$ cat src/rtl/plist_pkg.sv
`default_nettype none

package plist_pkg;

    localparam int CAPACITY = 128;
    localparam int ADDR_W   = $clog2(CAPACITY);
    localparam int CNT_W    = $clog2(CAPACITY + 1);
    localparam int POS_W    = 8;
    localparam int CMP_W    = POS_W + 1;
    localparam int DATA_W   = 32;
    localparam int WORD_W   = 2 * DATA_W;

    localparam logic [1:0] MODE_GET    = 2'd0;
    localparam logic [1:0] MODE_INSERT = 2'd1;
    localparam logic [1:0] MODE_DELETE = 2'd2;

    localparam logic [1:0] ST_OK     = 2'd0;
    localparam logic [1:0] ST_BADPOS = 2'd1;
    localparam logic [1:0] ST_FULL   = 2'd2;

    typedef struct packed {
        logic [1:0]        mode;
        logic [POS_W-1:0]  position;
        logic [DATA_W-1:0] entry_id;
        logic [DATA_W-1:0] entry_price;
    } plist_in_t;

    typedef struct packed {
        logic [1:0]        status;
        logic [DATA_W-1:0] out_id;
        logic [DATA_W-1:0] out_price;
        logic [7:0]        entry_count;
    } plist_out_t;

    typedef struct packed {
        logic load;
        logic init_ptr;
        logic rd;
        logic put_new;
        logic finish;
    } plist_cmd_t;

    typedef struct packed {
        logic bad;
        logic full;
        logic is_ins;
        logic no_move;
        logic last;
        logic out_free;
    } plist_sts_t;

endpackage

`default_nettype wire

$ cat src/rtl/plist_ctrl.sv
`default_nettype none

module plist_ctrl import plist_pkg::*; (
    input  wire logic       aclk,
    input  wire logic       aresetn,
    input  wire logic       s_valid,
    output logic            s_ready,
    input  wire plist_sts_t sts,
    output plist_cmd_t      cmd
);

    localparam logic [2:0] S_IDLE  = 3'd0;
    localparam logic [2:0] S_CHECK = 3'd1;
    localparam logic [2:0] S_RUN   = 3'd2;
    localparam logic [2:0] S_DRAIN = 3'd3;
    localparam logic [2:0] S_PUT   = 3'd4;
    localparam logic [2:0] S_DONE  = 3'd5;

    logic [2:0] state_reg;
    logic [2:0] state_next;

    assign s_ready = (state_reg == S_IDLE);

    always_comb begin
        state_next = state_reg;
        cmd        = '0;
        case (state_reg)
            S_IDLE: begin
                if (s_valid) begin
                    cmd.load   = 1'b1;
                    state_next = S_CHECK;
                end
            end
            S_CHECK: begin
                if (sts.bad || sts.full) begin
                    state_next = S_DONE;
                end else begin
                    cmd.init_ptr = 1'b1;
                    if (sts.is_ins && sts.no_move) begin
                        state_next = S_PUT;
                    end else begin
                        state_next = S_RUN;
                    end
                end
            end
            S_RUN: begin
                cmd.rd = 1'b1;
                if (sts.last) begin
                    state_next = S_DRAIN;
                end
            end
            S_DRAIN: begin
                state_next = sts.is_ins ? S_PUT : S_DONE;
            end
            S_PUT: begin
                cmd.put_new = 1'b1;
                state_next  = S_DONE;
            end
            S_DONE: begin
                if (sts.out_free) begin
                    cmd.finish = 1'b1;
                    state_next = S_IDLE;
                end
            end
            default: begin
                state_next = S_IDLE;
            end
        endcase
    end

    always_ff @(posedge aclk) begin
        if (!aresetn) begin
            state_reg <= S_IDLE;
        end else begin
            state_reg <= state_next;
        end
    end

`ifndef SYNTH
    a_accept_to_check: assert property (@(posedge aclk) disable iff (!aresetn)
        s_valid && s_ready |=> state_reg == S_CHECK)
        else $error("accepted transfer did not start a check");

    a_finish_when_free: assert property (@(posedge aclk) disable iff (!aresetn)
        cmd.finish |-> sts.out_free)
        else $error("result loaded while output register busy");

    a_one_mem_write: assert property (@(posedge aclk) disable iff (!aresetn)
        cmd.put_new |-> !cmd.rd && !cmd.init_ptr)
        else $error("new entry written during shift");
`endif

endmodule

`default_nettype wire

$ cat config.mk
export PLATFORM = sky130hd
export DESIGN_NAME = plist_ctrl
export DESIGN_NICKNAME = d
export VERILOG_FILES = /design/src/rtl/plist_pkg.sv /design/src/rtl/plist_ctrl.sv
export SDC_FILE = /design/constraint.sdc
export NUM_CORES = 1
export LEC_CHECK = 0
export ABC_CLOCK_PERIOD_IN_PS = 1600
export BUFFER_PORTS_ARGS = -buffer_cell sky130_fd_sc_hd__buf_2
export CORE_AREA = 3 3 40 42
export DETAILED_ROUTE_END_ITERATION = 10
export DIE_AREA = 0 0 43 45
export SYNTH_ARGS = -nofsm -noshare
export SYNTH_HDL_FRONTEND = slang
export SYNTH_SLANG_ARGS = --single-unit
$ cat constraint.sdc
create_clock -name aclk -period 1.6 [get_ports aclk]
set_input_delay 0.16 -clock aclk [delete_from_list [all_inputs] [get_ports aclk]]
set_output_delay 0.16 -clock aclk [all_outputs]
set_load 0.02 [all_outputs]
==> impl_metrics.ini, run 1 <==
[routing]
dr_wl_met2_um = 345
antenna_left = 0
vias_per_cell = 4.712
vias = 311
wl_met3_um = 60
met1_length_um = 289
wl_per_cell_um = 10.53
drt-initial-drc-count = 1
remaining_drc_errors = 0
firstDrtPassIters = 3
routed.top_layer = met3
wirelength_um = 695

[layout]
seqCellArea_sq_um = 61.31
post-route-util = 0.2872
layout_common_cells = 14 x buf_2, 4 x nor3_1, 3 x a21oi_1, 3 x clkbuf_4
largest_register_ffs = 3
syn_to_final_growth_pct = 34.70
multi_input_area_sq_um = 181.4
fillerInstances = 150
drive_above_1_share = 0.4314
nets = 61
antenna_cells = 0
layout_commonest_cell = buf_2

[timing]
setup_tns_ns = 0
finalHoldViolCount = 0
relSlewSlack = 0.7419
min_period_ns = 1.419
tightest_slew_ns = 0.3866
setup_viol = 0
finalWorstSetupSlack_ns = 0.1809
fmax_ghz = 0.7047
hold-worst-slack_ns = 0.2051
finClkSkew_ns = 0.001375
min_period_over_period = 0.8869
rsz0062_at_grt = false
slew_violations = 0

[synth]
postSynthCellCount = 36
ys_top_cells_by_area = dfxtp_1 22%, nor3_1 7.3%, a21oi_1 5.5%
synth_seq_cells = 3
yosysTopAreaCell = dfxtp_1
yosysSeqAreaShare = 0.2192
synth_nets = 45
synth_cell_type_count = 27
yosys_warnings = 0
synth_top_area_share = 0.2192
syn_area_sq_um = 274.0
syn_avg_cell_area_sq_um = 7.611

[clock_network]
clockBufferDepth = 2
cts_root_buf = clkbuf_4
tritoncts = done
h-tree-depth = 1
clk_pin_slew_ns = 0.04
clk_latency_ns = 0.23
cts_buffers = 3
cts_num_sinks = 3

[die]
fp.dieW_um = 43
design.die.area_sq_um = 1935
die_h_um = 45
ios = 15
start_util = 0.2132
rows = 13
core_area_sq_um = 1285

[setup_path]
worst_setup_path_end_kind = output port
critPathMaxFanout = 11
criticalPathCategory = reg -> out
critPathArrivalTime_ns = 1.26
reg2regPathDepth = 3
cp.required_ns = 1.44
setup.worst_path.start_class = flip-flop

[power]
ir_drop_mv = 0.2519
leakagePower_nw = 0.1613
pwr_density_cell_nw_per_um2 = 929.5

[place]
place.gp.congestion = 0.8086
dp_hpwl_um = 547.5
pre_cts_ws_ns = 0.3065
portBuffers = 14

[job]
maxCapViolCount = 0

[grt]
grt_max_degree = 12
grt_pass1_vias = 318
grt_remaining_overflow = 0
grtUsageTotal = 0.08077
antenna_found_initial = 0
grt_pass1_wl_um = 1152

[outcome]
status = completed

[hold_path]
hold_depth = 2
hold_path.class = in -> reg
==> path summary, 6_finish.rpt <==
path,startpoint,end,slack [ns]
min,aresetn,state_reg[2],0.21
min reg2reg,state_reg[0],state_reg[0],0.58
max,state_reg[0],cmd[3],0.18
max reg2reg,state_reg[1],state_reg[0],0.44
==> logic make-up after synthesis <==
group	after synthesis	synth area share
AO/OA/AOI/OAI	11	0.2968
buffers and inverters	6	0.1278
flip-flops	3	0.2192
multiplexers	1	0.03653
AND/OR/NAND/NOR	15	0.3197
==> routing by layer <==
| metal | vias to the layer above | GRT usage |
|---|---|---|
| met5 | - | 0 |
| met4 | 0 | 0.07229 |
| met3 | 0 | 0.03586 |
| met2 | 11 | 0.1377 |
| met1 | 139 | 0.07229 |
| li1 | 161 | - |
==> report_power, final <==
group	internal [mW]	switching, mW
Combinational	0.0483	0.0570
Clock	0.0934	0.0390
Sequential	0.0844	0.0210
Total	0.226	0.117
==> critical path, cell delays in order, from the launching register on <==
cell and delay (ns):
dfxtp_2 0.42, nor2b_2 0.20, nor4b_1 0.21, buf_2 0.21
==> synthesized netlist by cell type <==
cell / count
a211oi_1: 1
a211oi_2: 1
a21boi_1: 1
a21oi_1: 3
a311oi_1: 1
and2_1: 1
and3_2: 1
buf_2: 1
buf_4: 1
buf_6: 1
dfxtp_1: 3
inv_1: 2
inv_2: 1
mux2i_1: 1
nand2_1: 1
nand2b_1: 1
nand3_1: 1
nor2_1: 1
nor2b_1: 2
nor3_1: 4
nor3b_1: 1
nor4b_1: 1
o21a_1: 1
o21ai_0: 1
o311a_1: 1
o31ai_1: 1
or3_1: 1
==> cell type report <==
cell class,instances,area share
Timing Repair Buffer,14,0.1898
Sequential cell,3,0.1661
Inverter,3,0.03051
Clock buffer,4,0.07119
Tap cell,15,0.05085
Multi-Input combinational cell,27,0.4915
==> timing repair <==
action / CTS / global route
hold buffers: 0 / 0
resized for setup: 0 / 2
setup buffers: 0 / 0
endpoints found under the setup margin: 0 / 1
==> stage by stage <==
stage	power, mW	instances	area, sq um
after floorplan	0.1837	36	274.0
after global placement	0.2097	62	339.1
after detailed placement	0.2102	62	339.1
after CTS	0.3485	66	365.4
after global routing	0.3637	66	369.1
final	0.3431	66	369.1
(Power assumes the default switching activity.)
==> run 2: changes to the inputs <==
--- a/config.mk
+++ b/config.mk
@@ -10,6 +10,7 @@
 export CORE_AREA = 3 3 40 42
 export DETAILED_ROUTE_END_ITERATION = 10
 export DIE_AREA = 0 0 43 45
+export SETUP_SLACK_MARGIN = 0.4
 export SYNTH_ARGS = -nofsm -noshare
 export SYNTH_HDL_FRONTEND = slang
 export SYNTH_SLANG_ARGS = --single-unit
==> run 2 against run 1 <==
Net effect:
- design area rose by 42%
- clock skew rose by 0.0070 ns
- worst hold slack got worse by 0.027 ns
- core utilization increased by 12 points
- combinational power grew 76%
- count of clock-buffer cells in the layout is the same
- power is 24% higher
- clock power increased by 5%
- first-iteration DRC count increased to 9.0 times the previous value
- critical path depth unchanged
- fmax is 11% higher
- largest power group is now combinational logic
==> impl_metrics.ini, run 2 (synthesis results as in run 1) <==
[grt]
antenna_found_initial = 0
grt_pass1_wl_um = 1421
grt_remaining_overflow = 0
grt_pass1_vias = 328
grtUsageTotal = 0.1047
grt_max_degree = 7

[timing]
setup_viol = 0
min_period_ns = 1.278
min_period_over_period = 0.7984
setup_tns_ns = 0
fmax_ghz = 0.7828
rsz0062_at_grt = true
finClkSkew_ns = 0.008353
tightest_slew_ns = 0.2180
slew_violations = 0
finalHoldViolCount = 0
hold-worst-slack_ns = 0.1786
relSlewSlack = 0.8534

[die]
ios = 15
design.die.area_sq_um = 1935
start_util = 0.2132
core_area_sq_um = 1285
rows = 13
die_h_um = 45
fp.dieW_um = 43

[place]
portBuffers = 14
dp_hpwl_um = 504.4
place.gp.congestion = 0.7183

[layout]
layout_common_cells = 9 x buf_2, 7 x buf_4, 6 x buf_6, 3 x clkbuf_4, 3 x dfxtp_4
fillerInstances = 138
largest_register_ffs = 3
post-route-util = 0.4070
nets = 69
drive_above_1_share = 0.6441
layout_commonest_cell = buf_2
antenna_cells = 0
syn_to_final_growth_pct = 90.87

[routing]
antenna_left = 0
vias = 370
firstDrtPassIters = 4
wl_per_cell_um = 13.16
wirelength_um = 974
drt-initial-drc-count = 9
vias_per_cell = 5.000
remaining_drc_errors = 0

[setup_path]
setup.worst_path.start_class = flip-flop
crit_slowest_cell = dfxtp_4
worst_setup_path_end_kind = output port
critPathMaxFanout = 4
path_cells = nor2b_4, nor4b_4, buf_4
cp.required_ns = 1.44
slowest_delay_ns = 0.36
criticalPathCategory = reg -> out
critPathArrivalTime_ns = 1.12

[power]
finalPower_mw = 0.4263
leakagePower_nw = 0.2203
pwr_density_cell_nw_per_um2 = 815.2
ir_drop_mv = 0.2575

[clock_network]
tritoncts = done
cts_buffers = 3
cts_root_buf = clkbuf_4
clk_latency_ns = 0.24
ctsHoldBuffers = 0
h-tree-depth = 1
clockBufferDepth = 2
cts_num_sinks = 3
clk_pin_slew_ns = 0.04

[job]
maxCapViolCount = 0

[outcome]
status = completed

[hold_path]
hold_path.class = in -> reg
run 2: changes by cell type in the layout (fill, tap and decap cells not counted), moves of 3 or more:
cell,previous run,this run
buf_4,0,7
nor3_1,4,1
buf_2,14,9
dfxtp_4,0,3
buf_6,0,6
run 2: final cells by class:
| cell class | count | area (sq um) | area share |
|---|---|---|---|
| clock buffer | 4 | 26.28 | 0.05024 |
| inverter | 3 | 11.26 | 0.02153 |
| multi-input combinational | 27 | 230.2 | 0.4402 |
| sequential | 3 | 71.32 | 0.1364 |
| tap | 15 | 18.77 | 0.03589 |
| timing repair buffer | 22 | 165.2 | 0.3158 |
run 2: path summary, 6_finish.rpt:
kind	start	to	slack [ns]	depth (start not counted)
hold / removal	aresetn	state_reg[2]	0.18	2
hold reg to reg	state_reg[0]	state_reg[0]	0.63	2
setup reg to reg	state_reg[1]	state_reg[0]	0.42	4
setup / recovery	state_reg[0]	cmd[3]	0.32	3
run 2: through the flow:
step	std cells	setup slack (ns)	area (sq um)
2_1_floorplan	36	0.3541	285.3
3_3_place_gp	62	0.3379	350.3
3_5_place_dp	62	0.2975	350.3
4_1_cts	72	0.3157	457.9
5_1_grt	74	0.2692	523.0
6_report	74	0.3225	523.0
run 2: per-layer routing:
layer / up-vias / track usage / wire length [um]
met4: 0 / 0.1084 / 0
met5: - / 0 / 0
li1: 177 / - / -
met2: 21 / 0.1527 / 508
met1: 172 / 0.1172 / 374
met3: 0 / 0.03187 / 91
run 2: power by group:
group	switching [mW]	leakage, nW	total [mW]	internal [mW]
clock network	0.0453	0.0150	0.139	0.0939
registers	0.0175	0.0267	0.102	0.0848
logic	0.0884	0.179	0.185	0.0964
run 2: timing repair:
action	in CTS	in global routing
buffers inserted	6	2
setup endpoints to repair	7	7
gates resized for setup	15	13
cloned	0	0
pin swaps	2	5
run 2: critical path: cells and delay by family, from the launching register on:
family	cells	cell delay [ns]
and+or+nand+nor	2	0.34
DFF	1	0.36
buffers and inverters	1	0.18
